$ cat src/rtl/tmpr_pkg.sv
`timescale 1ns / 1ps

package tmpr_pkg;

  localparam int MEM_BYTES = 8192;
  localparam int MEM_AW    = 13;

  localparam logic [MEM_AW-1:0] MAP_BASE_LOW  = 13'h1800;
  localparam logic [MEM_AW-1:0] MAP_BASE_HIGH = 13'h1C00;

  localparam logic [1:0] OP_WRITE = 2'd0;
  localparam logic [1:0] OP_MAP   = 2'd1;
  localparam logic [1:0] OP_ATLAS = 2'd2;

  localparam logic [2:0] CFG_PAL0     = 3'd0;
  localparam logic [2:0] CFG_PAL1     = 3'd1;
  localparam logic [2:0] CFG_PAL2     = 3'd2;
  localparam logic [2:0] CFG_PAL3     = 3'd3;
  localparam logic [2:0] CFG_MAP_SEL  = 3'd4;
  localparam logic [2:0] CFG_SIGNED   = 3'd5;

  typedef enum logic [2:0] {
    ST_IDLE,
    ST_MAP,
    ST_LO,
    ST_HI,
    ST_OOR
  } state_t;

  typedef enum logic [1:0] {
    ADDR_MAP_Q,
    ADDR_ATLAS_Q,
    ADDR_FROM_MAP,
    ADDR_HI
  } addr_sel_t;

  typedef struct packed {
    logic      wr_en;
    logic      rd_en;
    addr_sel_t addr_sel;
    logic      capture_q;
    logic      capture_lo;
    logic      load_out;
    logic      oor;
  } cmd_t;

  typedef struct packed {
    logic atlas_oor;
  } status_t;

  function automatic logic [31:0] rgba_to_abgr(input logic [31:0] c);
    rgba_to_abgr = {c[7:0], c[15:8], c[23:16], c[31:24]};
  endfunction

endpackage

$ cat src/rtl/tmpr_ctrl.sv
`timescale 1ns / 1ps

module tmpr_ctrl (
  input  logic               clk,
  input  logic               rst_n,
  input  logic               in_valid,
  output logic               in_ready,
  input  logic [1:0]         in_opcode,
  output logic               out_valid,
  input  logic               out_ready,
  input  tmpr_pkg::status_t  status,
  output tmpr_pkg::cmd_t     cmd
);
  import tmpr_pkg::*;

  state_t state_r, state_nxt;
  logic   out_valid_r, out_valid_nxt;
  logic   in_fire;
  logic   out_free;

  assign in_ready = (state_r == ST_IDLE);
  assign in_fire  = in_valid && in_ready;
  assign out_free = !out_valid_r || out_ready;
  assign out_valid = out_valid_r;

  always_comb begin
    state_nxt = state_r;
    case (state_r)
      ST_IDLE: begin
        if (in_fire) begin
          case (in_opcode)
            OP_MAP:   state_nxt = ST_MAP;
            OP_ATLAS: state_nxt = status.atlas_oor ? ST_OOR : ST_LO;
            default:  state_nxt = ST_IDLE;
          endcase
        end
      end
      ST_MAP:  state_nxt = ST_LO;
      ST_LO:   state_nxt = ST_HI;
      ST_HI:   state_nxt = out_free ? ST_IDLE : ST_HI;
      ST_OOR:  state_nxt = out_free ? ST_IDLE : ST_OOR;
      default: state_nxt = ST_IDLE;
    endcase
  end

  always_comb begin
    cmd = '0;
    cmd.addr_sel = ADDR_MAP_Q;
    case (state_r)
      ST_IDLE: begin
        cmd.capture_q = in_fire;
        cmd.wr_en     = in_fire && (in_opcode == OP_WRITE);
        if (in_opcode == OP_ATLAS) begin
          cmd.addr_sel = ADDR_ATLAS_Q;
          cmd.rd_en    = in_fire && !status.atlas_oor;
        end else begin
          cmd.rd_en    = in_fire && (in_opcode == OP_MAP);
        end
      end
      ST_MAP: begin
        cmd.addr_sel = ADDR_FROM_MAP;
        cmd.rd_en    = 1'b1;
      end
      ST_LO: begin
        cmd.addr_sel   = ADDR_HI;
        cmd.rd_en      = 1'b1;
        cmd.capture_lo = 1'b1;
      end
      ST_HI: begin
        cmd.load_out = out_free;
      end
      ST_OOR: begin
        cmd.load_out = out_free;
        cmd.oor      = 1'b1;
      end
      default: cmd = '0;
    endcase
  end

  always_comb begin
    out_valid_nxt = out_valid_r;
    if (cmd.load_out) begin
      out_valid_nxt = 1'b1;
    end else if (out_ready) begin
      out_valid_nxt = 1'b0;
    end
  end

  always_ff @(posedge clk) begin
    if (!rst_n) begin
      state_r     <= ST_IDLE;
      out_valid_r <= 1'b0;
    end else begin
      state_r     <= state_nxt;
      out_valid_r <= out_valid_nxt;
    end
  end

  a_no_overwrite: assert property (@(posedge clk) disable iff (!rst_n)
    cmd.load_out |-> (!out_valid_r || out_ready))
    else $error("result loaded over a pending result");

  a_map_then_lo: assert property (@(posedge clk) disable iff (!rst_n)
    state_r == ST_MAP |=> state_r == ST_LO)
    else $error("map fetch not followed by low plane fetch");

  a_write_stays_idle: assert property (@(posedge clk) disable iff (!rst_n)
    (in_fire && in_opcode == OP_WRITE) |=> state_r == ST_IDLE)
    else $error("write left idle");

  a_valid_source: assert property (@(posedge clk) disable iff (!rst_n)
    $rose(out_valid_r) |-> ($past(state_r == ST_HI) || $past(state_r == ST_OOR)))
    else $error("result raised outside a finishing state");

endmodule

$ cat config.mk
export PLATFORM = sky130hd
export DESIGN_NAME = tmpr_ctrl
export DESIGN_NICKNAME = d
export VERILOG_FILES = /design/src/rtl/tmpr_pkg.sv /design/src/rtl/tmpr_ctrl.sv
export SDC_FILE = /design/constraint.sdc
export NUM_CORES = 1
export LEC_CHECK = 0
export BUFFER_PORTS_ARGS = -buffer_cell sky130_fd_sc_hd__buf_2
export CAP_MARGIN = 20
export CORE_AREA = 3 3 40 42
export DETAILED_ROUTE_END_ITERATION = 8
export DIE_AREA = 0 0 43 45
export PLACE_DENSITY = 0.55
export SYNTH_ARGS = -nofsm -noshare
export SYNTH_HDL_FRONTEND = slang
export SYNTH_SLANG_ARGS = --single-unit
$ cat constraint.sdc
create_clock -name clk -period 2.7 [get_ports clk]
set_input_delay 0.27 -clock clk [delete_from_list [all_inputs] [get_ports clk]]
set_output_delay 0.27 -clock clk [all_outputs]
set_load 0.05 [all_outputs]
Yosys cells after proc, flatten, opt, wreduce, memory -nomap -nowiden

Index checks and enable logic that the tools add are counted.

Register bits after elaboration: 4
Output and inout port bits: 10
Logic and storage cells: 36

Equality and inequality tests: 7
Muxes and demuxes: 16
Reduce and logical (&&, ||, !) cells: 11

Operators by type and width:

| cell                                           | number |
|---|---|
| case mux 3 bit (5 select lines)                | 1 |
| 2-to-1 mux 1 bit                               | 9 |
| 2-to-1 mux 3 bit                               | 3 |
| case mux 3 bit (3 select lines)                | 1 |
| == test 3 x 2 -> 1 bit (second input constant) | 2 |
| case mux 3 bit (2 select lines)                | 1 |
| logical AND 1 bit                              | 4 |
| == test 3 x 1 -> 1 bit (second input constant) | 1 |
| == test 3 bit (second input constant)          | 1 |
| zero test 3 bit                                | 1 |
| == test 2 x 1 -> 1 bit (second input constant) | 1 |
| == test 2 bit (second input constant)          | 1 |
| zero test 1 bit                                | 2 |
| zero test 2 bit                                | 1 |
| 2-to-1 mux 2 bit                               | 1 |
| != test 2 x 1 -> 1 bit (second input constant) | 1 |
| nonzero test 2 bit                             | 1 |
| OR reduction 2 bit                             | 1 |
| logical OR 1 bit                               | 1 |

Logic depth before layout (Yosys ltp)

Word-level depth: 5
Depth in mapped cells: 5
Gate-level depth less buffers: 3

Worst setup path before layout

No wires, ideal clock.

Path type: reg-to-output
Start: register state_r[1]
End: output cmd[6] (netlist bit)
Arrival time: 2.193 ns
Data required time: 2.430 ns
Path slack: 0.237 ns
Cell stages (with the launch flop): 5
Cell sequence: dfxtp_1 -> buf_6 -> nor3_2 -> nand2_1 -> o22ai_1

RTL lines:

| element                | line            | source |
|---|---|---|
| from (decl)            | tmpr_ctrl.sv:16 | `state_t state_r, state_nxt;` |
| from (signal assigned) | tmpr_ctrl.sv:94 | `state_r <= state_nxt;` |
| to (decl)              | tmpr_ctrl.sv:12 | `output tmpr_pkg::cmd_t cmd` |

==> metrics.cfg <==
[status]
outcome=finished, final reports clean

[clock_tree]
clk_latency_ns=0.23
cts.path.max_buffers=2
h-tree-depth=1
post_cts_buffers=0
cts_resized=0
cts_buffers=3
cts_tree=yes
cts.reportedPaths.clkPinSlew_ns=0.04
cts_root_buffer=clkbuf_4
cts_hold_buf=0
numClockSinks=4

[power]
p_per_area_nw_per_um2=533.8
internal_power_uw=131.8
power_frac_comb=0.355
irDropWorstVdd_mv=0.1757
swShare=0.3892
p_leak_nw=0.1905
netSwitchingPower_uw=83.97
seqPwrFrac=0.311
clkPwrFrac=0.335

[synth]
synth-simple-area-share=0.3224
muxShareOfSynthArea=0
synthMostInstantiatedCell=inv_1
synth.distinct_cells=24
ys_warn_count=0
synthAdderAreaFrac=0
yosys-top-cells-area=dfxtp_1, nor3_2, inv_1, nor2b_1, nor2_1
async_reset_ff_frac=0
synthXorXnorAreaFrac=0.02857
synth_compound_area_frac=0.2490
syn_area_um2=306.5
synth_top_family_by_area=simple AND/OR/NAND/NOR gates
synth_seq_cells=4
synth_common_cells=inv_1, dfxtp_1, nor2_1
synthFlopType=dfxtp_1
synthesis.nets=46
yosysTopAreaCell=dfxtp_1
synth_edf_count=0
synth.yosys.seq_area_share=0.2612
synth_top_area_share=0.2612
syn_area_per_cell_um2=7.860
synth_cells=39

[critical_path]
worstReg2RegStart=state_r[1]$_SDFFE_PN0P_
crit_end=cmd[6]
reg2reg_depth=2
start_kind=flip-flop
crit_fanout=11
cp-startpoint=state_r[1]$_SDFFE_PN0P_
rr_endpoint=state_r[1]$_SDFFE_PN0P_
cpMaxStageDelayCell=dfxtp_1
critPathCaptureType=output port
required_ns=2.43
slowest_delay_ns=0.41
r2r_slack_ns=1.60
crit_type=flip-flop to output port
path_cells=nor3_2 > nand2_1 > o22ai_1 > buf_2
arrival_ns=1.47

[floorplan]
die-area_um2=1935
start_util=0.2386
die_x_um=43
die_h_um=45
ios=17
rows=13
fp.coreArea_um2=1285

[flow_run]
drv_cap=0

[layout]
layout.nets=64
synthToLayoutAreaGrowth_pct=31.84
finish.utilization=0.3145
num_antenna_cells=0
drive_gt1_frac=0.4364

[timing]
setup_tns_ns=0
timing.final.crit_share=0.6444
rsz0062_at_grt=false
skew_ns=0.0002940
tightest_slew_ns=0.3948
setup_viol=0
finalCriticalPeriod_ns=1.740
slew_viol_final=0
achievable-frequency_mhz=574.7
hold_viol_final=0
slew_headroom=0.7365

[grt]
track_usage=0.08250
grt_pass1_wl_um=1186
antenna_found_initial=0
grt_overflow_total=0
grt_max_degree=12
grt_pass1_vias=307

[drt]
drc_errors=0
drt_iter0_drc=3
routed_via_density=4.657
dr.pass1.iters=4
post_drt_wl_per_cell_um=10.47
ant_nets=0
routed_wl_um=733
vias=326

[place]
hpwl_um=611.6
port-buffer-count=16
place.gp.congestion=0.7614

[min_path]
hold_class=primary input to flip-flop

-- metal layers --
metal / track usage / part of all wire
met5: 0 / 0
met4: 0.07229 / 0
met3: 0.01195 / 0.014
met2: 0.1527 / 0.60
met1: 0.07971 / 0.39
-- flip-flops by register name, summed over array words and instances (netlist names) --
register   count
state_r        3
out_valid      1
-- final cells by class --
class | count | area, um2
clock buffer | 3 | 22.52
timing repair buffer | 16 | 80.08
fill | 147 | 880.8
multi-input combinational | 27 | 183.9
inverter | 5 | 18.77
sequential | 4 | 80.08
tap | 15 | 18.77
-- cell families (layout without fill, tap and decap cells) --
group | Yosys count | count (layout)
compound gates | 10 | 10
xor+xnor | 1 | 1
buf+inv | 8 | 24
flops | 4 | 4
simple gates | 16 | 16
-- stage by stage --
step | total power [mW] | cell area (um2) | worst slack (ns) | instances | hold WS, ns
3_5_place_dp | 0.1450 | 381.6 | 1.207 | 67 | 0.5269
2_1_floorplan | 0.1273 | 306.5 | 0.2375 | 39 | 0.3905
5_1_grt | 0.2318 | 404.1 | 0.8542 | 70 | 0.3045
6_report | 0.2157 | 404.1 | 0.9601 | 70 | 0.2903
4_1_cts | 0.2215 | 404.1 | 0.9442 | 70 | 0.2815
3_3_place_gp | 0.1451 | 381.6 | 1.201 | 67 | 0.5336
-- worst max-delay path: cells and delay by family, from the launching register on --
family / cells / cell delay [ns]
simple gates: 2 / 0.40
compound gates: 1 / 0.14
flops: 1 / 0.41
buf+inv: 1 / 0.28
-- power by group through the flow --
stage          logic [mW]  registers [mW]  clock network, mW
2_1_floorplan      0.0623          0.0649                  0
3_3_place_gp       0.0772          0.0679                  0
3_5_place_dp       0.0772          0.0678                  0
4_1_cts            0.0774          0.0669             0.0773
5_1_grt            0.0815          0.0673             0.0831
6_report           0.0765          0.0670             0.0722
-- how the worst min path moves through the flow --
stage | start | to | slack [ns] | cells after the start
final | rst_n | state_r[2]$_SDFFE_PN0P_ | 0.29 | 3
after global routing | rst_n | state_r[2]$_SDFFE_PN0P_ | 0.30 | 3
after CTS | rst_n | state_r[2]$_SDFFE_PN0P_ | 0.28 | 3
after detailed placement | rst_n | state_r[2]$_SDFFE_PN0P_ | 0.53 | 3
after global placement | rst_n | state_r[2]$_SDFFE_PN0P_ | 0.53 | 3
after floorplan | rst_n | state_r[2]$_SDFFE_PN0P_ | 0.39 | 2
-- cell usage in the layout (no fill, tap or decap) --
| master | count |
|---|---|
| a21boi_2 | 1 |
| nand3_1 | 1 |
| dfxtp_1 | 4 |
| nor2_1 | 4 |
| nor3_2 | 2 |
| nor2b_1 | 3 |
| a21oi_2 | 1 |
| buf_2 | 16 |
| a311oi_1 | 1 |
| nor3_1 | 2 |
| nor3b_1 | 1 |
| o22ai_1 | 1 |
| nor3b_2 | 1 |
| o311ai_1 | 1 |
| o21ai_0 | 1 |
| o41ai_1 | 1 |
| inv_1 | 5 |
| a32oi_1 | 1 |
| nand2_1 | 1 |
| xnor2_1 | 1 |
| a21oi_1 | 2 |
| and3_1 | 1 |
| clkbuf_4 | 3 |
Note: power is estimated with default switching activity, not from simulation.
